$ cat src/pbrb_pkg.sv
// ----------------------------------------------------------------------------
// PCM playback ring buffer - shared package
// Types, register indexes, reset values and arithmetic constants.
// ----------------------------------------------------------------------------
package pbrb_pkg;

    // configuration port
    localparam int CFG_IDX_W  = 8;
    localparam int CFG_DATA_W = 12;

    localparam logic [CFG_IDX_W-1:0] CFG_VOLUME  = 8'd0;
    localparam logic [CFG_IDX_W-1:0] CFG_CHANNEL = 8'd1;
    localparam logic [CFG_IDX_W-1:0] CFG_PREROLL = 8'd2;
    localparam logic [CFG_IDX_W-1:0] CFG_GUARD   = 8'd3;

    localparam logic [7:0]  VOLUME_RESET  = 8'd10;
    localparam logic        CHANNEL_RESET = 1'b0;
    localparam logic [11:0] PREROLL_RESET = 12'd1024;
    localparam logic [11:0] GUARD_RESET   = 12'd32;

    // item kinds
    localparam logic KIND_PUSH = 1'b0;
    localparam logic KIND_TICK = 1'b1;

    // divide by 100: magnitude below 2^23 times ceil(2^30/100), then >> 30
    localparam int          DIV_SHIFT = 30;
    localparam logic [23:0] DIV_RECIP = 24'd10737419;
    localparam int          QUOT_W    = 17;

    // 16-bit saturation limits, as magnitudes
    localparam logic [QUOT_W-1:0] SAT_POS_MAG = 17'd32767;
    localparam logic [QUOT_W-1:0] SAT_NEG_MAG = 17'd32768;
    localparam logic signed [15:0] SAT_POS = 16'sd32767;
    localparam logic signed [15:0] SAT_NEG = -16'sd32768;

    // fill level saturation
    localparam int              FILL_W   = 13;
    localparam logic [FILL_W-1:0] FILL_MAX = 13'd8191;

    // a push writes two halfwords and needs that much free space
    localparam logic [32:0] PUSH_WORDS = 33'd2;

    // queue between front and back
    localparam int Q_DEPTH = 4;
    localparam int Q_AW    = 2;

    typedef struct packed {
        logic              kind;
        logic signed [15:0] sample_a;
        logic signed [15:0] sample_b;
        logic              end_of_block;
    } t_in_item;

    typedef struct packed {
        logic              accepted;
        logic              underrun_recovered;
        logic signed [15:0] drain_sample;
        logic [FILL_W-1:0] fill_level;
        logic              block_done;
    } t_out_item;

    typedef struct packed {
        logic [7:0]  volume_percent;
        logic        channel_mode;
        logic [11:0] preroll_words;
        logic [11:0] guard_words;
    } t_cfg;

    // classified job handed from front to back
    typedef struct packed {
        logic              kind;
        logic signed [15:0] sample;
        logic              end_of_block;
    } t_job;

    // queue head as seen by the back end
    typedef struct packed {
        logic valid;
        t_job job;
    } t_q_head;

endpackage

$ cat src/pbrb_front.sv
// ----------------------------------------------------------------------------
// PCM playback ring buffer - front end
// Accepts items, mixes stereo to mono and applies gain with saturation.
// ----------------------------------------------------------------------------
module pbrb_front
    import pbrb_pkg::*;
(
    input  logic     i_clk,
    input  logic     i_rst_n,
    input  t_cfg     i_cfg,
    input  logic     i_in_valid,
    output logic     o_in_stall,
    input  t_in_item i_in_data,
    input  logic     i_q_full,
    output logic     o_push,
    output t_job     o_job
);

    logic r_v1, r_v2, r_v3;
    logic n_v1, n_v2, n_v3;
    logic en;

    logic              r_kind1, r_kind2, r_kind3;
    logic              r_eob1, r_eob2, r_eob3;
    logic              r_neg1, r_neg2, r_neg3;
    logic [15:0]       r_mag1;
    logic [22:0]       r_m2;
    logic [QUOT_W-1:0] r_q3;

    logic signed [16:0] sum;
    logic signed [16:0] sum_adj;
    logic signed [16:0] avg;
    logic signed [15:0] sel;
    logic [15:0]        mag;
    logic [23:0]        vprod;
    logic [46:0]        qprod;
    logic signed [15:0] sat;

    // advance the whole pipe unless the last stage is blocked by a full queue
    assign en         = !r_v3 || !i_q_full;
    assign o_in_stall = !en;
    assign o_push     = r_v3 && !i_q_full;

    // stage 1: stereo average truncated toward zero, then sign and magnitude
    always_comb begin
        sum     = 17'(i_in_data.sample_a) + 17'(i_in_data.sample_b);
        sum_adj = sum + $signed({16'b0, sum[16]});
        avg     = sum_adj >>> 1;
        sel     = i_cfg.channel_mode ? avg[15:0] : i_in_data.sample_a;
        mag     = sel[15] ? (~sel + 16'd1) : sel;
    end

    // stage 2: gain; stage 3: divide by 100 through the reciprocal
    assign vprod = r_mag1 * i_cfg.volume_percent;
    assign qprod = r_m2 * DIV_RECIP;

    // saturate the quotient back to a signed halfword
    always_comb begin
        if (r_neg3) begin
            sat = (r_q3 > SAT_NEG_MAG) ? SAT_NEG : 16'(~r_q3 + 17'd1);
        end else begin
            sat = (r_q3 > SAT_POS_MAG) ? SAT_POS : r_q3[15:0];
        end
        o_job.kind         = r_kind3;
        o_job.sample       = (r_kind3 == KIND_TICK) ? 16'sd0 : sat;
        o_job.end_of_block = r_eob3;
    end

    always_comb begin
        n_v1 = en ? i_in_valid : r_v1;
        n_v2 = en ? r_v1 : r_v2;
        n_v3 = en ? r_v2 : r_v3;
    end

    always_ff @(posedge i_clk) begin
        if (!i_rst_n) begin
            r_v1 <= 1'b0;
            r_v2 <= 1'b0;
            r_v3 <= 1'b0;
        end else begin
            r_v1 <= n_v1;
            r_v2 <= n_v2;
            r_v3 <= n_v3;
        end
    end

    // payload stages
    always_ff @(posedge i_clk) begin
        if (en) begin
            r_kind1 <= i_in_data.kind;
            r_eob1  <= i_in_data.end_of_block;
            r_neg1  <= sel[15];
            r_mag1  <= mag;
            r_kind2 <= r_kind1;
            r_eob2  <= r_eob1;
            r_neg2  <= r_neg1;
            r_m2    <= vprod[22:0];
            r_kind3 <= r_kind2;
            r_eob3  <= r_eob2;
            r_neg3  <= r_neg2;
            r_q3    <= qprod[DIV_SHIFT +: QUOT_W];
        end
    end

endmodule

$ cat config.mk
export PLATFORM = sky130hd
export DESIGN_NAME = pbrb_front
export DESIGN_NICKNAME = d
export VERILOG_FILES = /design/src/pbrb_pkg.sv /design/src/pbrb_front.sv
export SDC_FILE = /design/constraint.sdc
export NUM_CORES = 1
export LEC_CHECK = 0
export ABC_AREA = 1
export BUFFER_PORTS_ARGS = -buffer_cell sky130_fd_sc_hd__buf_2
export CAP_MARGIN = 10
export CELL_PAD_IN_SITES_DETAIL_PLACEMENT = 2
export CELL_PAD_IN_SITES_GLOBAL_PLACEMENT = 2
export CORE_ASPECT_RATIO = 1.4
export CORE_MARGIN = 8
export CORE_UTILIZATION = 40
export DETAILED_ROUTE_END_ITERATION = 7
export PLACE_DENSITY = 0.84
export REMOVE_ABC_BUFFERS = 1
export SLEW_MARGIN = 20
export SYNTH_ARGS = -nofsm -noshare
export SYNTH_HDL_FRONTEND = slang
export SYNTH_SLANG_ARGS = --single-unit
$ cat constraint.sdc
create_clock -name i_clk -period 8.6 [get_ports i_clk]
set_clock_uncertainty 0.15 [all_clocks]
set_input_delay 0.86 -clock i_clk [delete_from_list [all_inputs] [get_ports i_clk]]
set_output_delay 0.86 -clock i_clk [all_outputs]
set_load 0.01 [all_outputs]
==> impl_results.md, run 1 <==
- Crit path required time: ~8600 ps
- Die Ht: approximately 270 µm
- Status: completed
- Crit Path Category: reg2reg
- YS warnings: 0
- Worst path most repeated cell: fa_1
- Ys async rst share: 0
- Synth Register Bits: 68
- Slew headroom: 0.299
- Sink Count: approximately 70
- Total track usage: 0.270
- Wl on met1: 23100 µm
- Post-synth top flop: edfxtp_1
- Seq/Total Area, Yosys: 0.108
- Slowest stage cell, crit path: edfxtp_1
- Max-slew violations: 0
- Number of H-tree levels: 3
- Final count of negative-setup-slack endpoints: 0
- Root Buffer: clkbuf_16
- Max Cap Violations: 0
- Share of layout cells above drive strength 1: 0.0760
- Top cells by area, synth: fa_1, ha_1, inv_1, edfxtp_1, nand2_1
- Fmax: approximately 140 MHz
- Count of buffers from port buffering: 66
- Ant. Diodes: 0
- Clk buf depth: 2
- Largest net degree at the start of global routing: a little under 70
- Top Family by Delay on Critical Path: adder cells
- Grt ovf: 0
- CTS tree: yes
- Critical Path, Cell by Cell: ha_1 -> inv_1 -> fa_1 -> fa_1 -> inv_1 -> fa_1 -> fa_1 -> fa_1 -> inv_1 -> fa_1 -> inv_1 -> ha_1 -> a21oi_1 -> o21ai_0 -> a21oi_1 -> o21ai_0 -> o21bai_1 -> a31oi_1 -> o21ai_0 -> xnor2_1
- First-pass GRT wire length: about 110000 µm
- Layout area overhead: 6.81%
- R2R cell count: 20
- Placed cell count: approximately 2900
- Worst path max stage delay: roughly 740 ps
- Top Ports: 91
- Clock latency on the worst-skew pair: just under 400 ps
- Vias per cell: 5.34
- Period utilisation layout: 0.810
- Worst hold-check path type: reg2reg
- Most frequent cells in the layout: inv_1, nand2_1, ha_1, fa_1, nor2_1
- Synth top area share: 0.300
- Routability Congestion: roughly 0.94
- Post-synthesis instance total: approximately 2200
- Slew @ Worst Pin: around 1100 ps
- WP depth: 20
- Vias in the first global route: between 15000 and 20000
- Top Layer Used: met4
- Postcts setup bufs: 0
- Crit start category: register
- Synth unique cells: 50
- Via count: 15500
- WL final: ~71000 µm
- Post-route setup TNS: 0 ps
- Core area: ~0.046 mm²
- Worst path buffer plus inverter count: 4
- FF-to-FF setup slack: approximately 1600 ps
- Cts hold-fix bufs: 0
- Num CTS Buffers: 9
- Most common cell after layout, fill and taps aside: inv_1
- EDFF count, synth: between 60 and 70
- Synth Cell Area: 0.0186 mm²
- RR Endpoint: r_q3[16]
- DPL Wire Length: 62600 µm
- Reg-to-reg startpoint: r_m2[8]
- WHS: approximately 270 ps
- Post-route ant nets: 0
- Met2 routed WL: about 40000 µm
- Metal3 WL: approximately 1600 µm
- CTS resizes: 0
- Final Non-Filler Cells: slightly below 3000
- Die X: slightly below 200 µm
- DRC Markers: 0
- Initial antenna violation count: 0
- CP max FO: 6
- DIE AREA: around 0.054 mm²
- Crit path DAT: roughly 6900 ps
- Clock transition at the registers of the reported paths: 60 ps
- Std-Cell Rows: 93
- Placed cell area: 0.0196 mm²
- DRT Pass-1 Iters: 4
- Iter 0 DRT Violations: 481
- Worst Setup End Kind: register
- Synth area leader: fa_1
- Worst Setup SP: r_m2[8]
- DR WL/cell: 24.4 µm
- Syn Area/Cell: approximately 8.3 µm²
- RSZ-0062 raised after global routing: false
- Final #Nets: slightly below 3000
- Initial Util: 0.405
- Fin area: between 0.015 and 0.02 mm²
- Final min period: 6960 ps
- Critical path endpoint: r_q3[16]
- Hold violation count in the final report: 0
synth_stat cells, drive strengths merged (2+ instances only):
library cell and n:
a21o 5, ha 305, a21oi 103, o21ai 61, a31oi 5, inv 580, dfxtp 3, o22ai 3
and2 2, a221oi 4, nand2 427, edfxtp 65, nand3 81, or2 8, xnor2 16, o31ai 6
clkbuf 34, fa 279, buf 7, nor4 6, o221ai 2, a21boi 5, a211oi 5, xor2 41
nor3 22, nand4 23, o211a 2, o21a 4, nor2 128, o21bai 8, o211ai 3
registers in the layout (all words and copies together) (netlist names):
name     flops
r_kind3      1
r_v3         1
r_m2        23
r_neg1       1
r_v2         1
r_kind2      1
r_v1         1
r_kind1      1
r_neg3       1
r_mag1      16
r_eob3       1
r_neg2       1
r_eob1       1
r_eob2       1
r_q3        17
metal layers:
metal,global-route usage,vias up
li1,-,7006
met1,0.243,7945
met2,0.539,333
met3,0.0321,239
met4,0.192,0
met5,0,-
how the worst min path moves through the flow:
stage / depth (start not counted) / slack (ps) / endpoint / startpoint
finish: 0 / 270 / r_kind2 / r_kind1
floorplan: 0 / 250 / r_eob2 / r_eob1
global route: 0 / 280 / r_kind3 / r_kind2
CTS: 0 / 270 / r_kind2 / r_kind1
detailed placement: 0 / 260 / r_kind2 / r_kind1
global placement: 0 / 250 / r_eob2 / r_eob1
per-stage QoR:
step | setup WS, ps | utilization
2_1_floorplan | 2540 | -
3_5_place_dp | 1710 | 0.426
3_3_place_gp | 1940 | 0.426
5_1_grt | 1390 | 0.433
6_report | 1640 | 0.433
4_1_cts | 1650 | 0.433
layout make-up:
| type | instances | area [µm²] |
|---|---|---|
| flip-flops and latches | 68 | 2010 |
| well taps | 617 | 772 |
| repair buffers | 66 | 330 |
| clock buffers | 11 | 233 |
| clock inverters | 5 | 100 |
| multi-input cells | 1558 | 14300 |
| fillers | 5252 | 26100 |
| inverters | 581 | 2180 |
logic make-up (layout without fill, tap and decap cells):
family	after synthesis	count (layout)	share of synthesized area
AOI/OAI and AO/OA	218	218	0.0677
xor gates and xnor gates	57	57	0.0268
adders and majority gates	584	584	0.504
buffers and inverters	622	663	0.126
DFF	68	68	0.108
and+or+nand+nor	699	699	0.167
Power of run 1 is left out: the tool's default activity adds up to more than one toggle a clock period on the data nets, which glitch-free logic cannot reach.
==> run 2: changes to the inputs <==
CORE_UTILIZATION = 36   (was 40)
PLACE_DENSITY = 0.8   (was 0.84)
clock period = 6.4 ns   (was 8.6 ns; I/O delays follow)
==> impl_results.md, run 2 (synthesized netlist as in run 1, its figures left out) <==
- Most frequent cells in the layout: inv_1, nand2_1, ha_1, fa_1, nor2_1
- Via count: roughly 16000
- Hold Path Stages: 0
- R2R cell count: 16
- Core area: ~0.05 mm²
- Failing checks: setup timing
- Max-slew violations: 0
- Reg-to-reg startpoint: r_m2[13]
- Critical Path, Cell by Cell: buf_4 -> ha_2 -> fa_1 -> fa_1 -> inv_1 -> fa_1 -> fa_1 -> fa_1 -> ha_1 -> ha_1 -> a21oi_1 -> o21ai_0 -> a21o_1 -> a221oi_4 -> o211ai_1 -> xor2_1
- RSZ-0062 raised after global routing: true
- Hold violation count in the final report: 0
- Largest register FFs: 23
- FF-to-FF setup slack: -70 ps
- Worst path most repeated cell: fa_1
- Grt ovf: 0
- Post-route ant nets: 0
- Crit path required time: 6350 ps
- Slew headroom: 0.302
- Slew @ Worst Pin: 1050 ps
- Layout area overhead: 12.3%
- Crit start category: register
- Ant. Diodes: 0
- DRC Markers: 0
- DR WL/cell: around 23 µm
- Largest net degree at the start of global routing: 69
- Cts hold-fix bufs: 0
- Final #Nets: just over 3000
- Crit path DAT: about 6400 ps
- DIE AREA: roughly 0.059 mm²
- Worst path max stage delay: ~590 ps
- DPL Wire Length: approximately 60000 µm
- # fillers: 5733
- Top reg by flops: r_m2
- Slowest stage cell, crit path: fa_1
- Max Cap Violations: 0
- Share of layout cells above drive strength 1: 0.141
- Initial antenna violation count: 0
- Clock latency on the worst-skew pair: roughly 380 ps
- Num CTS Buffers: 9
- Status: finished with violations
- Initial Util: 0.364
- Period utilisation layout: 1.01
- Largest registers: r_m2 (23), r_q3 (17), r_mag1 (16)
- Worst Setup End Kind: register
- WL final: 69300 µm
- Vias in the first global route: around 19000
- Most common cell after layout, fill and taps aside: inv_1
- Root Buffer: clkbuf_16
- First-pass GRT wire length: ~110000 µm
- Iter 0 DRT Violations: 360
- RR Endpoint: r_q3[10]
- Std-Cell Rows: 98
- DRT Pass-1 Iters: 4
- Worst hold-check path type: reg2reg
- Post-route setup slack: -65.5 ps
- Crit Path Category: reg2reg
- Clk buf depth: 2
- Sink Count: just under 70
- Top Ports: 91
- CP max FO: 5
- Fmax: about 150 MHz
- Final count of negative-setup-slack endpoints: 1
- Final min period: 6470 ps
- Pre-CTS setup slack: -409 ps
- Number of H-tree levels: 3
- Hold path startpoint: r_kind2
- CTS tree: yes
- Die X: 208 µm
- Count of buffers from port buffering: 66
- Clock transition at the registers of the reported paths: 70 ps
- Routability Congestion: slightly above 0.9
- Total track usage: 0.232
- Die Ht: roughly 290 µm
- Sink of the worst hold path: r_kind3
- Vias per cell: between 5 and 6
==> run 2: layout make-up <==
class                   count  area, µm²  area share
well taps                 650        813      0.0389
multi-input cells        1558      14700       0.701
clock buffers              10        229      0.0109
repair buffers            148        953      0.0456
flip-flops and latches     68       2010      0.0961
inverters                 581       2180       0.104
clock inverters             6       63.8     0.00305
==> run 2: how the worst max path moves through the flow <==
stage	start	to	slack, ps	depth (start not counted)
2_1_floorplan	r_m2[6]	r_q3[16]	340	23
3_3_place_gp	r_m2[22]	r_q3[10]	-200	17
3_5_place_dp	r_m2[20]	r_q3[10]	-410	17
4_1_cts	r_m2[5]	r_q3[10]	-40	21
5_1_grt	r_m2[13]	r_q3[10]	-180	16
6_report	r_m2[13]	r_q3[10]	-70	16
==> run 2: what timing repair did <==
action | in CTS | in global routing
endpoints found under the setup margin | 11 | 15
pin swaps | 2 | 27
resized for setup | 32 | 67
setup buffers | 2 | 12
==> run 2: stage by stage <==
step | TNS [ps] | utilization | hold slack (ps) | std cells | instance area, µm²
after CTS | -44.1 | 0.402 | 262 | 3009 | 20600
after global placement | -235 | 0.394 | 251 | 2991 | 20100
after detailed placement | -1790 | 0.394 | 258 | 2991 | 20100
final | -65.5 | 0.409 | 269 | 3021 | 20900
after global routing | -814 | 0.409 | 279 | 3021 | 20900
after floorplan | 0 | - | 250 | 2207 | 18500
==> run 2: worst max-delay path, delay by kind of cell (launching register included) <==
family | cells | cell delay [ps]
adder cells (fa/ha/maj) | 8 | 3630
AO/OA/AOI/OAI | 5 | 1380
flip-flops | 1 | 480
buffers and inverters | 2 | 290
XOR/XNOR | 1 | 250
==> run 2: metal layers <==
metal | share of wire | track usage | wire (µm)
met1 | 0.32 | 0.197 | 22000
met2 | 0.59 | 0.497 | 40800
met3 | 0.018 | 0.0209 | 1220
met4 | 0.075 | 0.147 | 5230
met5 | 0 | 0 | 0
Power of run 2 is left out for the same reason.
==> run 3: changes to the inputs <==
SKIP_LAST_GASP = 1   (was not set)
==> impl_results.md, run 3 (synthesized netlist as in run 1, its figures left out) <==
- Crit path DAT: between 6000 and 7000 ps
- Ant. Diodes: 0
- Most common cell after layout, fill and taps aside: inv_1
- Final count of negative-setup-slack endpoints: 1
- WL final: a little under 70000 µm
- Hold violation count in the final report: 0
- Crit Path Category: reg2reg
- Iter 0 DRT Violations: around 380
- Slew headroom: 0.295
- Grt ovf: 0
- Number of H-tree levels: 3
- Metal3 WL: 1090 µm
- Worst hold-check path type: reg2reg
- Most frequent cells in the layout: inv_1, nand2_1, ha_1, fa_1, nor2_1
- Post-route setup slack: -80.9 ps
- WHS: 269 ps
- Max-slew violations: 0
- Vias per cell: a little over 5
- Largest register FFs: 23
- Die X: 208 µm
- Final Non-Filler Cells: ~3000
- DRT Pass-1 Iters: 4
- Top reg by flops: r_m2
- Crit start category: register
- Clk buf depth: 2
- Die Ht: between 200 and 300 µm
- Period utilisation layout: 1.01
- Vias in the first global route: about 19000
- First-pass GRT wire length: 106000 µm
- Max Cap Violations: 0
- Final #Nets: just over 3000
- Root Buffer: clkbuf_16
- Final min period: about 6500 ps
- Core area: roughly 0.051 mm²
- Initial antenna violation count: 0
- CP max FO: 5
- Top Ports: 91
- Layout area overhead: 12.3%
- Top Layer Used: met4
- Clock latency on the worst-skew pair: 380 ps
- DR WL/cell: between 20 and 25 µm
- Std-Cell Rows: 98
- Placed cell count: ~3000
- Share of layout cells above drive strength 1: 0.141
- Via count: between 15000 and 20000
- Initial Util: 0.364
- Slew @ Worst Pin: ~1100 ps
- DRC Markers: 0
- DIE AREA: roughly 0.06 mm²
- Largest net degree at the start of global routing: 69
- Largest registers: r_m2 (23), r_q3 (17), r_mag1 (16)
- CTS tree: yes
- Post-route ant nets: 0
- Crit path required time: 6350 ps
- Pre-CTS setup slack: -409 ps
- Clock transition at the registers of the reported paths: around 70 ps
- Failing checks: setup timing
- Wl on met1: about 22000 µm
- Met2 routed WL: roughly 41000 µm
- Cts hold-fix bufs: 0
- Num CTS Buffers: 9
- Routability Congestion: between 0.9 and 1
- RSZ-0062 raised after global routing: true
- Status: finished with violations
- Sink Count: between 60 and 70
- Total track usage: 0.232
- Worst Setup End Kind: register
- DPL Wire Length: approximately 61000 µm
- Count of buffers from port buffering: 66
- Fmax: ~150 MHz
[run 3: path summary, 6_finish.rpt]
| kind | cells after the start | to | slack (ps) | from |
|---|---|---|---|---|
| worst max-delay path | 16 | r_q3[10] | -80 | r_m2[13] |
| worst min-delay path | 0 | r_kind3 | 270 | r_kind2 |
| worst max register to register | 16 | r_q3[10] | -80 | r_m2[13] |
| worst min register to register | 0 | r_kind3 | 270 | r_kind2 |
[run 3: worst max-delay path: stages (launching register included)]
cell and delay, ps:
edfxtp_1 480, buf_4 220, ha_2 410, fa_1 480, fa_1 550, inv_1 70
fa_1 540, fa_1 460, fa_1 590, ha_1 260, ha_1 340, a21oi_1 320
o21ai_0 180, a21o_1 230, a221oi_4 310, o211ai_1 360, xor2_1 260
[run 3: layout make-up]
class                      instances  area [µm²]
clock inverter                     6        63.8
fill                            5735       30200
tap                              650         813
sequential                        68        2010
inverter                         581        2180
clock buffer                      10         229
timing repair buffer             148         950
multi-input combinational       1558       14700
[run 3: per-stage QoR]
step           setup TNS [ps]  utilization  instance area (µm²)
6_report                -80.9        0.409                20900
5_1_grt                  -828        0.409                20900
4_1_cts                 -44.1        0.402                20600
3_5_place_dp            -1790        0.394                20100
3_3_place_gp             -235        0.394                20100
2_1_floorplan               0            -                18500
[run 3: metal layers]
layer	track usage	up-vias
li1	-	7166
met1	0.197	8056
met2	0.497	293
met3	0.0209	193
met4	0.147	0
met5	0	-
[run 3: what timing repair did]
action | CTS | global route
resized for setup | 32 | 65
setup buffers | 2 | 12
setup endpoints to repair | 11 | 15
pin swaps | 2 | 26
Power of run 3 is left out for the same reason.
