**src/pbrb_pkg.sv**
```systemverilog
// ----------------------------------------------------------------------------
// PCM playback ring buffer - shared package
// Types, register indexes, reset values and arithmetic constants.
// ----------------------------------------------------------------------------
package pbrb_pkg;

    // configuration port
    localparam int CFG_IDX_W  = 8;
    localparam int CFG_DATA_W = 12;

    localparam logic [CFG_IDX_W-1:0] CFG_VOLUME  = 8'd0;
    localparam logic [CFG_IDX_W-1:0] CFG_CHANNEL = 8'd1;
    localparam logic [CFG_IDX_W-1:0] CFG_PREROLL = 8'd2;
    localparam logic [CFG_IDX_W-1:0] CFG_GUARD   = 8'd3;

    localparam logic [7:0]  VOLUME_RESET  = 8'd10;
    localparam logic        CHANNEL_RESET = 1'b0;
    localparam logic [11:0] PREROLL_RESET = 12'd1024;
    localparam logic [11:0] GUARD_RESET   = 12'd32;

    // item kinds
    localparam logic KIND_PUSH = 1'b0;
    localparam logic KIND_TICK = 1'b1;

    // divide by 100: magnitude below 2^23 times ceil(2^30/100), then >> 30
    localparam int          DIV_SHIFT = 30;
    localparam logic [23:0] DIV_RECIP = 24'd10737419;
    localparam int          QUOT_W    = 17;

    // 16-bit saturation limits, as magnitudes
    localparam logic [QUOT_W-1:0] SAT_POS_MAG = 17'd32767;
    localparam logic [QUOT_W-1:0] SAT_NEG_MAG = 17'd32768;
    localparam logic signed [15:0] SAT_POS = 16'sd32767;
    localparam logic signed [15:0] SAT_NEG = -16'sd32768;

    // fill level saturation
    localparam int              FILL_W   = 13;
    localparam logic [FILL_W-1:0] FILL_MAX = 13'd8191;

    // a push writes two halfwords and needs that much free space
    localparam logic [32:0] PUSH_WORDS = 33'd2;

    // queue between front and back
    localparam int Q_DEPTH = 4;
    localparam int Q_AW    = 2;

    typedef struct packed {
        logic              kind;
        logic signed [15:0] sample_a;
        logic signed [15:0] sample_b;
        logic              end_of_block;
    } t_in_item;

    typedef struct packed {
        logic              accepted;
        logic              underrun_recovered;
        logic signed [15:0] drain_sample;
        logic [FILL_W-1:0] fill_level;
        logic              block_done;
    } t_out_item;

    typedef struct packed {
        logic [7:0]  volume_percent;
        logic        channel_mode;
        logic [11:0] preroll_words;
        logic [11:0] guard_words;
    } t_cfg;

    // classified job handed from front to back
    typedef struct packed {
        logic              kind;
        logic signed [15:0] sample;
        logic              end_of_block;
    } t_job;

    // queue head as seen by the back end
    typedef struct packed {
        logic valid;
        t_job job;
    } t_q_head;

endpackage

```
**src/pbrb_queue.sv**
```systemverilog
// ----------------------------------------------------------------------------
// PCM playback ring buffer - job queue
// Short FIFO that lets the front end and the back end stall independently.
// ----------------------------------------------------------------------------
module pbrb_queue
    import pbrb_pkg::*;
(
    input  logic    i_clk,
    input  logic    i_rst_n,
    input  logic    i_push,
    input  t_job    i_job,
    output logic    o_full,
    input  logic    i_pop,
    output t_q_head o_head
);

    t_job            r_slot [Q_DEPTH];
    logic [Q_AW-1:0] r_wp, r_rp;
    logic [Q_AW:0]   r_cnt;
    logic [Q_AW-1:0] n_wp, n_rp;
    logic [Q_AW:0]   n_cnt;
    logic            do_pop;

    assign o_full      = (r_cnt == (Q_AW + 1)'(Q_DEPTH));
    assign o_head.valid = (r_cnt != '0);
    assign o_head.job   = r_slot[r_rp];
    assign do_pop       = i_pop && o_head.valid;

    // advance pointers and occupancy
    always_comb begin
        n_wp  = i_push ? r_wp + 1'b1 : r_wp;
        n_rp  = do_pop ? r_rp + 1'b1 : r_rp;
        n_cnt = r_cnt;
        if (i_push && !do_pop) begin
            n_cnt = r_cnt + 1'b1;
        end else if (!i_push && do_pop) begin
            n_cnt = r_cnt - 1'b1;
        end
    end

    always_ff @(posedge i_clk) begin
        if (!i_rst_n) begin
            r_wp  <= '0;
            r_rp  <= '0;
            r_cnt <= '0;
        end else begin
            r_wp  <= n_wp;
            r_rp  <= n_rp;
            r_cnt <= n_cnt;
        end
    end

    // store the incoming job
    always_ff @(posedge i_clk) begin
        if (i_push) begin
            r_slot[r_wp] <= i_job;
        end
    end

endmodule

```
**config.mk**
```make
export PLATFORM = sky130hd
export DESIGN_NAME = pbrb_queue
export DESIGN_NICKNAME = d
export VERILOG_FILES = /design/src/pbrb_pkg.sv /design/src/pbrb_queue.sv
export SDC_FILE = /design/constraint.sdc
export NUM_CORES = 1
export LEC_CHECK = 0
export BUFFER_PORTS_ARGS = -buffer_cell sky130_fd_sc_hd__buf_2
export CAP_MARGIN = 20
export CORE_AREA = 2 2 91 93
export CTS_CLUSTER_DIAMETER = 80
export CTS_CLUSTER_SIZE = 14
export DETAILED_ROUTE_END_ITERATION = 10
export DIE_AREA = 0 0 93 95
export PLACE_DENSITY = 0.67
export REMOVE_ABC_BUFFERS = 1
export SKIP_CTS_REPAIR_TIMING = 1
export SLEW_MARGIN = 20
export SYNTH_ARGS = -nofsm -noshare
export SYNTH_HDL_FRONTEND = slang
export SYNTH_SLANG_ARGS = --single-unit
export TNS_END_PERCENT = 20
```
**constraint.sdc**
```tcl
create_clock -name i_clk -period 4 [get_ports i_clk]
set_input_delay 0.4 -clock i_clk [delete_from_list [all_inputs] [get_ports i_clk]]
set_output_delay 0.4 -clock i_clk [all_outputs]
set_load 0.05 [all_outputs]
```
==> metrics.txt, run 1 <==
worst slew pin tran=1001 ps; routed via count=1,430; drt drc=0; Logic pwr share=0.294; initial antenna violation count=0; clk buf depth=2; FF+latch count, synth=81; Hold EP=r_slot[3][13]; die span in y=95 um; WP depth=3; global route overflow=0; type of the tightest min-delay check=input pin to flip-flop; critical path's slowest cell=mux4_1; worst-skew pair later-pin latency=340 ps; Synth Flop Type=edfxtp_1; EDFF count, synth=72; Critical Path AT=1970 ps; cell count after synthesis=137; Antenna Nets Post-Route=0; Synth Area per Inst=22.74 sq um; vias in the first global route=1,503; Synth async-reset ratio=0; Worst Path Max Fanout=14; Slew HR=0.3330; status=finished, final reports clean; RD Place Congestion=0.6323; P per Cell Area=652.3 mW/mm^2; Hold Path Origin=i_job[13]; pin count of the biggest net entering global routing=19; vias per cell=4.847; Critical Path Start Type=flip-flop; clock sink total=81; boundary pin count=42; internal power=0.001575 W; crit-path cells=buf_4 > mux4_1 > buf_2; Detailed Routing Iterations Pass 1=4; sequential share of power=0.441; Die W=93 um; Pleak=1.254 nW; Distinct cells, synth=21; Yosys top cell area share=0.6940; Die ar.=0.008835 sq mm; Buf/Inv on CP=2; Post-Syn Area=0.003115 sq mm; Layout Nets=214; Seq/Total Area, Yosys=0.7518; worst r2r src=r_cnt[1]; core area=0.007928 sq mm; peak supply drop=0.0003482 V; FP Rows=33; post-route setup TNS=0 ps; RSZ-0062 raised after global routing=false; pre-CTS setup slack=1933 ps; CP Class=flip-flop to primary output; crit end category=primary output; hold violation count in the final report=0; DR WL/cell=16.91 um; detailed placer's ending HPWL=3.086 mm; Psw=0.0007913 W; yosys warns=0; Worst Path Required=3600 ps; most common cell in the netlist=edfxtp_1; Total Routing Usage GR=0.1231; H-Tree Depth=3; maximum clock frequency=422.7 MHz; post-layout minimum cycle time=2366 ps; CTS Buf Count=9; ranking of synthesized cells by area=edfxtp_1 (69%), mux4_2 (7.2%), mux4_1 (6.7%), dfxtp_1 (5.8%), ha_1 (2.0%); Initial DRC Count=63; Yosys top cell by area=edfxtp_1; r2r worst-path depth=7; # setup viols final=0; Max Slew Vio Count=0; Antenna Cells=0; Clock Skews=9.940 ps; flop2flop setup slack=1920 ps; Root Buffer=clkbuf_8; fin crit share=0.5914; number of fill cells=697; Routed WL=4.987 mm; CP peak stage delay=600 ps; CTS tree=done; Clock transition at path regs=80 ps; top cells by count, synth=edfxtp_1 (72), mux4_2 (10), and2_1 (9), dfxtp_1 (9), mux4_1 (8); Starting Density=0.3930; Max Cap Violations=0; r2r endpoint=r_cnt[2]; PortBufs=41; Clock power frac=0.265; family with the most delay on the worst path=multiplexers; Min-Delay Path Depth=1; final worst slack=1634 ps; layout cells sized above 1=0.3579; Area growth, synth to finish=16.43%; Switching Fraction=0.3344; first-pass GRT wire length=7.859 mm
[metrics by stage]
step                power, W  hold WS (ps)  instance area, sq um  instances    util
floorplan           0.001610         498.9                  3074        133       -
finish              0.002366         273.9                  3627        295  0.4575
global placement    0.001763         556.8                  3418        280  0.4312
global route        0.002471         262.9                  3627        295  0.4575
detailed placement  0.001773         569.2                  3418        280  0.4312
CTS                 0.002398         257.7                  3627        295  0.4575
[area by class of cell]
class,count,area [sq um],area share
sequential,81,2342,0.6457
tap,105,131.4,0.03622
clock inverter,5,81.33,0.02242
inverter,3,11.26,0.003105
clock buffer,10,127.6,0.03518
multi-input combinational,49,720.7,0.1987
timing repair buffer,42,212.7,0.05864
[routing by layer]
metal  share of wire  track usage
met1            0.45       0.1529
met2            0.49       0.2071
met3           0.052      0.03272
met4          0.0054      0.04779
met5               0            0
[flip-flops by register name, indices dropped and copies added (netlist names), named ones only]
signal and flops:
r_rp 2, r_wp 2, r_slot 72, r_cnt 3
[placed cells by master, fill, tap and decap left out]
master and count:
buf_4 1, mux4_1 8, dfxtp_1 9, fa_1 1
buf_2 41, clkinvlp_4 1, mux4_2 10, ha_1 5
nor2b_1 2, and2_1 9, o21ai_0 1, or3_1 2
o31ai_4 1, nor3b_1 1, clkinv_2 1, bufinv_16 2
clkbuf_8 9, clkbuf_1 1, inv_1 3, mux2i_1 2
xnor2_1 3, edfxtp_1 72, clkinv_4 1, o311ai_2 1
a21boi_0 1, xor2_1 2
[worst max path at each step]
stage               slack, ps      start          to
floorplan                1850  flip-flop  o_head[11]
global placement         1980   r_cnt[1]    r_cnt[2]
detailed placement       1930   r_cnt[1]    r_cnt[2]
CTS                      1590  flip-flop  o_head[11]
global route             1520  flip-flop  o_head[13]
finish                   1630  flip-flop  o_head[11]
[power by group through the flow]
stage / combinational (W) / sequential, W / clock (W)
6_report: 0.000695 / 0.00104 / 0.000627
3_3_place_gp: 0.000699 / 0.00106 / 0
4_1_cts: 0.000708 / 0.00105 / 0.000643
2_1_floorplan: 0.000536 / 0.00107 / 0
3_5_place_dp: 0.000707 / 0.00107 / 0
5_1_grt: 0.000737 / 0.00106 / 0.000679
[logic make-up (layout without fill, tap and decap cells)]
group / Yosys count / count (layout) / share of synthesized area
AO/OA/AOI/OAI: 4 / 4 / 0.01606
flip-flops: 81 / 81 / 0.7518
XOR/XNOR: 5 / 5 / 0.01406
AND/OR/NAND/NOR: 14 / 14 / 0.02851
adder cells (fa/ha/maj): 6 / 6 / 0.02651
multiplexers: 20 / 20 / 0.1462
buffers and inverters: 7 / 60 / 0.01687
[worst register-to-register path: cells and delay by family (launching register included)]
kind | cells | cell delay, ps
fa+ha+maj | 2 | 610
compound gates | 2 | 440
flops | 1 | 400
simple gates | 1 | 310
xor+xnor | 1 | 180
buf+inv | 1 | 70
No activity file was read; power rests on OpenSTA's default activity.
==> inputs of run 2 (changes only) <==
==> constraint.sdc (replaced) <==
create_clock -name i_clk -period 2.3 [get_ports i_clk]
set_input_delay 0.23 -clock i_clk [delete_from_list [all_inputs] [get_ports i_clk]]
set_output_delay 0.23 -clock i_clk [all_outputs]
set_load 0.05 [all_outputs]
==> run 2 against run 1 <==
  * Via count is 1.3% lower
  * Setup slack got worse by 1400 ps
  * Clock-buffer cell count fell by 1
  * Sequential share of layout area decreased by 0.79 points
  * Register-to-register slack worse by 1700 ps
  * Die area is the same
  * Critical path depth stayed put
  * Clock skew decreased by 4.2 ps
  * Sequential cell count unchanged
  * Largest cell class unchanged
==> metrics.txt, run 2 (synthesized netlist as in run 1, its figures left out) <==
status=finished, final reports clean; DR top layer=met4; Die W=93 um (unchanged); Routed WL=4.863 mm (-2.5%); Hold Path Origin=i_job[13]; post-layout minimum cycle time=2057 ps; CP Class=flip-flop to primary output; H-Tree Depth=3 (unchanged); Clock Skews=5.708 ps (-4.232 ps); Slew HR=0.7804 (+0.4474); r2r worst-path depth=7 (unchanged); met3 wire len=230 um (-12%); family with the most delay on the worst path=multiplexers; vias per cell=4.703 (-3.0%); Die ar.=0.008835 sq mm (unchanged); core area=0.007928 sq mm (unchanged); Clock power frac=0.268 (+0.003); met2 wire length=2.419 mm (-1.7%); Psw=0.001393 W (+76%); Switching Fraction=0.3361 (+0.001717); maximum clock frequency=486.0 MHz; vias in the first global route=1,478 (-1.7%); Antenna Cells=0 (unchanged); CTS Buf Count=9 (unchanged); Detailed Routing Iterations Pass 1=5 (+1); worst slew pin tran=329.5 ps (-671.0 ps); hold violation count in the final report=0 (unchanged); first-pass GRT wire length=7.417 mm (-5.6%); Logic pwr share=0.303 (+0.009); PortBufs=41 (unchanged); initial antenna violation count=0 (unchanged); Clock transition at path regs=80 ps (about the same); Largest Register=r_slot; Finished Layout Cells=300 (+1.7%); Hold WS=102.2 ps (-171.7 ps); Inst Count DP=285 (+1.8%); CTS tree=done; Layout Nets=219 (+2.3%); internal power=0.002752 W (+75%); worst r2r src=r_cnt[1]; Total Routing Usage GR=0.1175 (-0.005587); Max Cap Violations=0 (unchanged); pin count of the biggest net entering global routing=19 (unchanged); commonest non-fill, non-tap cell in the layout=edfxtp_1; Buf/Inv on CP=2 (unchanged); Starting Density=0.3930 (unchanged); Root Buffer=clkbuf_8; routed via count=1,411 (-1.3%); drt drc=0 (unchanged); FP Rows=33 (unchanged); worst-skew pair later-pin latency=340 ps (about the same); CP peak stage delay=630 ps (+30 ps); RD Place Congestion=0.7302 (+15%); max FFs per register=72 (unchanged); fin crit share=0.8945; Worst Path Max Fanout=18 (+4); boundary pin count=42 (unchanged); global route overflow=0 (unchanged); Max Slew Vio Count=0 (unchanged); most frequent cells in the layout=edfxtp_1 (72), buf_2 (41), mux4_2 (10); die span in y=95 um (unchanged); critical path's slowest cell=mux4_1; Initial DRC Count=112 (+78%); crit-path cells=buf_4 > mux4_1 > buf_2; clock sink total=81 (unchanged); layout cells sized above 1=0.3795 (+0.02159); WP depth=3 (unchanged); Pleak=1.280 nW (+2.1%); Min-Delay Path Depth=1 (unchanged); number of fill cells=700 (+0.43%); # setup viols final=0 (unchanged); crit end category=primary output; post-route setup TNS=0 ps (unchanged); wl on met1=2.192 mm (-2.0%); Area growth, synth to finish=17.87%; clk buf depth=2 (unchanged); Critical Path Start Type=flip-flop; DR WL/cell=16.21 um (-4.1%); sequential share of power=0.428 (-0.013); Antenna Nets Post-Route=0 (unchanged); Worst Path Required=2070 ps (-1530 ps); peak supply drop=0.0006074 V (+74%); P per Cell Area=1129 mW/mm^2 (+73%); Critical Path AT=1830 ps (-140 ps); type of the tightest min-delay check=input pin to flip-flop; RSZ-0062 raised after global routing=false; biggest regs=r_slot: 72 flops, r_cnt: 3 flops
==> run 2: cell count changes in the layout (fill, tap and decap cells not counted), sizes merged <==
| cell | before | now |
|---|---|---|
| clkbuf | 10 | 9 |
| clkinv | 2 | 1 |
| buf | 42 | 47 |
| inv | 3 | 4 |
| clkinvlp | 1 | 2 |
==> run 2: power by group through the flow <==
stage	Clock, W	Combinational (W)	Sequential [W]
finish	0.00111	0.00126	0.00178
global route	0.00120	0.00134	0.00179
CTS	0.00114	0.00128	0.00178
detailed placement	0	0.00128	0.00181
global placement	0	0.00127	0.00181
floorplan	0	0.000932	0.00187
==> run 2: layer usage <==
layer | up-vias | global-route usage
met5 | - | 0
met4 | 0 | 0.05147
met3 | 3 | 0.03512
met2 | 37 | 0.1944
met1 | 703 | 0.1439
li1 | 668 | -
==> run 2: final timing paths <==
kind / slack (ps) / end
worst max-delay path: 240 / o_head[17]
worst min-delay path: 100 / r_slot[0][13]
worst max register to register: 270 / r_cnt[2]
worst min register to register: 570 / r_wp[1]
==> run 2: worst reg2reg max path, stage by stage (launching register included) <==
cell and delay, ps:
dfxtp_1 390, o31ai_4 290, ha_1 220, inv_1 60
fa_1 370, xor2_1 170, or3_1 300, a21boi_0 160
==> run 2: stage by stage <==
| step | worst slack [ps] | area (sq um) | util | total power, W |
|---|---|---|---|---|
| 3_3_place_gp | 302.0 | 3456 | 0.4359 | 0.003079 |
| 4_1_cts | 179.6 | 3672 | 0.4632 | 0.004197 |
| 3_5_place_dp | 266.2 | 3456 | 0.4359 | 0.003086 |
| 6_report | 242.6 | 3672 | 0.4632 | 0.004145 |
| 2_1_floorplan | 318.5 | 3074 | - | 0.002800 |
| 5_1_grt | 116.4 | 3672 | 0.4632 | 0.004324 |
==> run 2: layout make-up <==
cell class                 instances  area [sq um]  area share
clock inverter                     6         92.59     0.02521
multi-input combinational         49         720.7      0.1963
tap                              105         131.4     0.03578
clock buffer                       9         123.9     0.03373
inverter                           3         11.26    0.003066
sequential                        81          2342      0.6378
timing repair buffer              47         250.2     0.06814
==> inputs of run 3 (changes only) <==
--- a/config.mk
+++ b/config.mk
@@ -5,14 +5,17 @@
 export SDC_FILE = /design/constraint.sdc
 export NUM_CORES = 1
 export LEC_CHECK = 0
+export ABC_AREA = 1
 export BUFFER_PORTS_ARGS = -buffer_cell sky130_fd_sc_hd__buf_2
 export CAP_MARGIN = 20
-export CORE_AREA = 2 2 91 93
+export CELL_PAD_IN_SITES_DETAIL_PLACEMENT = 1
+export CELL_PAD_IN_SITES_GLOBAL_PLACEMENT = 2
+export CORE_AREA = 2 2 94 96
 export CTS_CLUSTER_DIAMETER = 80
 export CTS_CLUSTER_SIZE = 14
 export DETAILED_ROUTE_END_ITERATION = 10
-export DIE_AREA = 0 0 93 95
-export PLACE_DENSITY = 0.67
+export DIE_AREA = 0 0 96 98
+export PLACE_DENSITY = 0.84
 export REMOVE_ABC_BUFFERS = 1
 export SKIP_CTS_REPAIR_TIMING = 1
 export SLEW_MARGIN = 20
==> run 3 against run 2 <==
  * Sequential power hardly changed
  * Sequential share of layout area unchanged
  * Routed wire length grew 29%
  * Maximum frequency is 3.6% higher
  * Register-to-register slack gained 300 ps
  * Core utilization decreased by 2.9 points
  * Critical path type unchanged
  * Critical endpoint is now o_head[9]
==> metrics.txt, run 3 <==
P per Cell Area=1145 mW/mm^2 (+1.5%); H-Tree Depth=3 (unchanged); flop2flop setup slack=570 ps (+300 ps); Final Core Density=0.4338 (-0.02944); post-layout minimum cycle time=1987 ps (-70.74 ps); Inst Count DP=383 (+34%); Post-Syn Area=0.003173 sq mm (+1.8%); post-route setup TNS=0 ps (unchanged); vias per cell=4.892 (+4.0%); fin crit share=0.8638 (-0.03075); top cells by count, synth=edfxtp_1 (72), nor2_1 (42), o21ai_0 (24); routed via count=1,947 (+38%); RD Place Congestion=0.7303 (about the same); initial antenna violation count=0 (unchanged); Antenna Nets Post-Route=0 (unchanged); Finished Layout Cells=398 (+33%); r2r endpoint=r_cnt[1]; most frequent cells in the layout=edfxtp_1 (72), nor2_1 (42), buf_2 (41); type of the tightest min-delay check=input pin to flip-flop; overall power=0.004207 W (+1.5%); clock sink total=81 (unchanged); vias in the first global route=1,966 (+33%); crit end category=primary output; Detailed Routing Iterations Pass 1=4 (-1); Seq/Total Area, Yosys=0.7382 (-0.01364); ranking of synthesized cells by area=edfxtp_1 (68%), dfxtp_1 (5.7%), nor2_1 (5.0%), o21ai_0 (3.8%), o22ai_1 (3.5%); RSZ-0062 raised after global routing=false; Largest Register=r_slot; Layout Nets=314 (+43%); yosys warns=0 (unchanged); boundary pin count=42 (unchanged); worst r2r src=r_cnt[0]; Total Routing Usage GR=0.1450 (+0.02751); pin count of the biggest net entering global routing=37 (+18); drt drc=0 (unchanged); Critical Path Start Type=flip-flop; # setup viols final=0 (unchanged); layout cells sized above 1=0.2276 (-0.1519); Antenna Cells=0 (unchanged); peak supply drop=0.0006660 V (+9.7%); final worst slack=313.3 ps (+70.74 ps); Starting Density=0.3748 (-0.01818); die span in y=98 um (+3.2%); hold violation count in the final report=0 (unchanged); core area=0.008466 sq mm (+6.8%); number of fill cells=902 (+29%); Distinct cells, synth=19 (-9.5%); most common cell in the netlist=edfxtp_1; EDFF count, synth=72 (unchanged); Synth Flop Type=edfxtp_1; DR WL/cell=15.77 um (-2.7%); Worst Path Required=2070 ps (about the same); Yosys top cell area share=0.6814 (-0.01259); Initial DRC Count=85 (-24%); max FFs per register=72 (unchanged); worst slew pin tran=376.4 ps (+46.95 ps); cell count after synthesis=237 (+73%); Area growth, synth to finish=15.73%; commonest non-fill, non-tap cell in the layout=edfxtp_1; Clock Skews=9.328 ps (+3.621 ps); status=finished, final reports clean; maximum clock frequency=503.4 MHz (+3.6%); Clock transition at path regs=80 ps (about the same); worst-skew pair later-pin latency=340 ps (about the same); detailed placer's ending HPWL=4.167 mm; Worst Path Max Fanout=20 (+2); biggest regs=r_slot: 72 flops, r_cnt: 3 flops; Pleak=1.376 nW (+7.5%); Min-Delay Path Depth=1 (unchanged); clk buf depth=2 (unchanged); Max Slew Vio Count=0 (unchanged); Critical Path AT=1760 ps (-70 ps); Root Buffer=clkbuf_8; FP Rows=34 (+3.0%); Synth Area per Inst=13.39 sq um (-41%); Routed WL=6.277 mm (+29%); Hold EP=r_slot[2][13]; FF+latch count, synth=81 (unchanged); Slew HR=0.7488 (-0.03158); first-pass GRT wire length=10.06 mm (+36%); Hold Path Origin=i_job[13]; CP Class=flip-flop to primary output; Die ar.=0.009408 sq mm (+6.5%); global route overflow=0 (unchanged); CTS tree=done; Die W=96 um (+3.2%); pre-CTS setup slack=568.6 ps (+302.4 ps); r2r worst-path depth=8 (+1); Yosys top cell by area=edfxtp_1; PortBufs=41 (unchanged); Synth async-reset ratio=0 (unchanged); CTS Buf Count=9 (unchanged); Max Cap Violations=0 (unchanged)
-- run 3: cell count changes in the layout (fill, tap and decap cells not counted), moves of 3 or more --
cell and delta:
and2_1 -9, o21ai_1 +15, a21oi_1 +5, clkinv_2 +4, o22ai_1 +18, nand3_1 +3
mux4_1 -8, xnor2_1 -3, nand2_1 +14, mux4_2 -10, o21ai_0 +23, inv_1 +11
nor2_1 +42
-- run 3: report_power, final --
| group | internal, W | total [W] | switching [W] |
|---|---|---|---|
| clock network | 0.000601 | 0.00108 | 0.000481 |
| registers | 0.00170 | 0.00177 | 0.0000634 |
| logic | 0.000321 | 0.00136 | 0.00104 |
| total | 0.00262 | 0.00421 | 0.00158 |
-- run 3: cell type report --
class	instances	area [sq um]	area share
clock inverters	6	83.83	0.02283
multi-input cells	130	660.6	0.1799
clock buffers	9	123.9	0.03373
flip-flops and latches	81	2342	0.6378
well taps	108	135.1	0.03680
repair buffers	48	257.7	0.07019
inverters	16	68.82	0.01874
-- run 3: cell families (layout without fill, tap and decap cells) --
| family | after synthesis | in the layout | share of synthesized area |
|---|---|---|---|
| flops | 81 | 81 | 0.7382 |
| simple gates | 61 | 61 | 0.07452 |
| fa+ha+maj | 6 | 6 | 0.02603 |
| compound gates | 62 | 62 | 0.1049 |
| buf+inv | 26 | 79 | 0.05363 |
| xor+xnor | 1 | 1 | 0.002761 |
-- run 3: worst max-delay path, cell delays in order (launching register included) --
cell and delay (ps):
dfxtp_1 470, buf_4 290, o21ai_0 120, o22ai_1 230, buf_2 310
-- run 3: worst max path at each step --
stage,startpoint,to,slack (ps),cells after the start
CTS,flip-flop,o_head[9],280,4
global route,flip-flop,o_head[8],180,4
finish,flip-flop,o_head[9],310,4
detailed placement,r_cnt[0],r_cnt[2],570,12
floorplan,flip-flop,o_head[0],170,2
global placement,r_cnt[1],r_cnt[2],640,12
-- run 3: per-layer routing --
layer	GRT usage	share of wire	up-vias
li1	-	-	949
met1	0.1896	0.47	951
met2	0.2292	0.48	37
met3	0.03858	0.040	10
met4	0.05604	0.014	0
met5	0	0	-
-- run 3: stage by stage --
| stage | area, sq um | hold slack (ps) |
|---|---|---|
| CTS | 3672 | 83.12 |
| detailed placement | 3465 | 449.0 |
| finish | 3672 | 98.06 |
| global placement | 3465 | 442.7 |
| global route | 3672 | 83.35 |
| floorplan | 3072 | 328.9 |
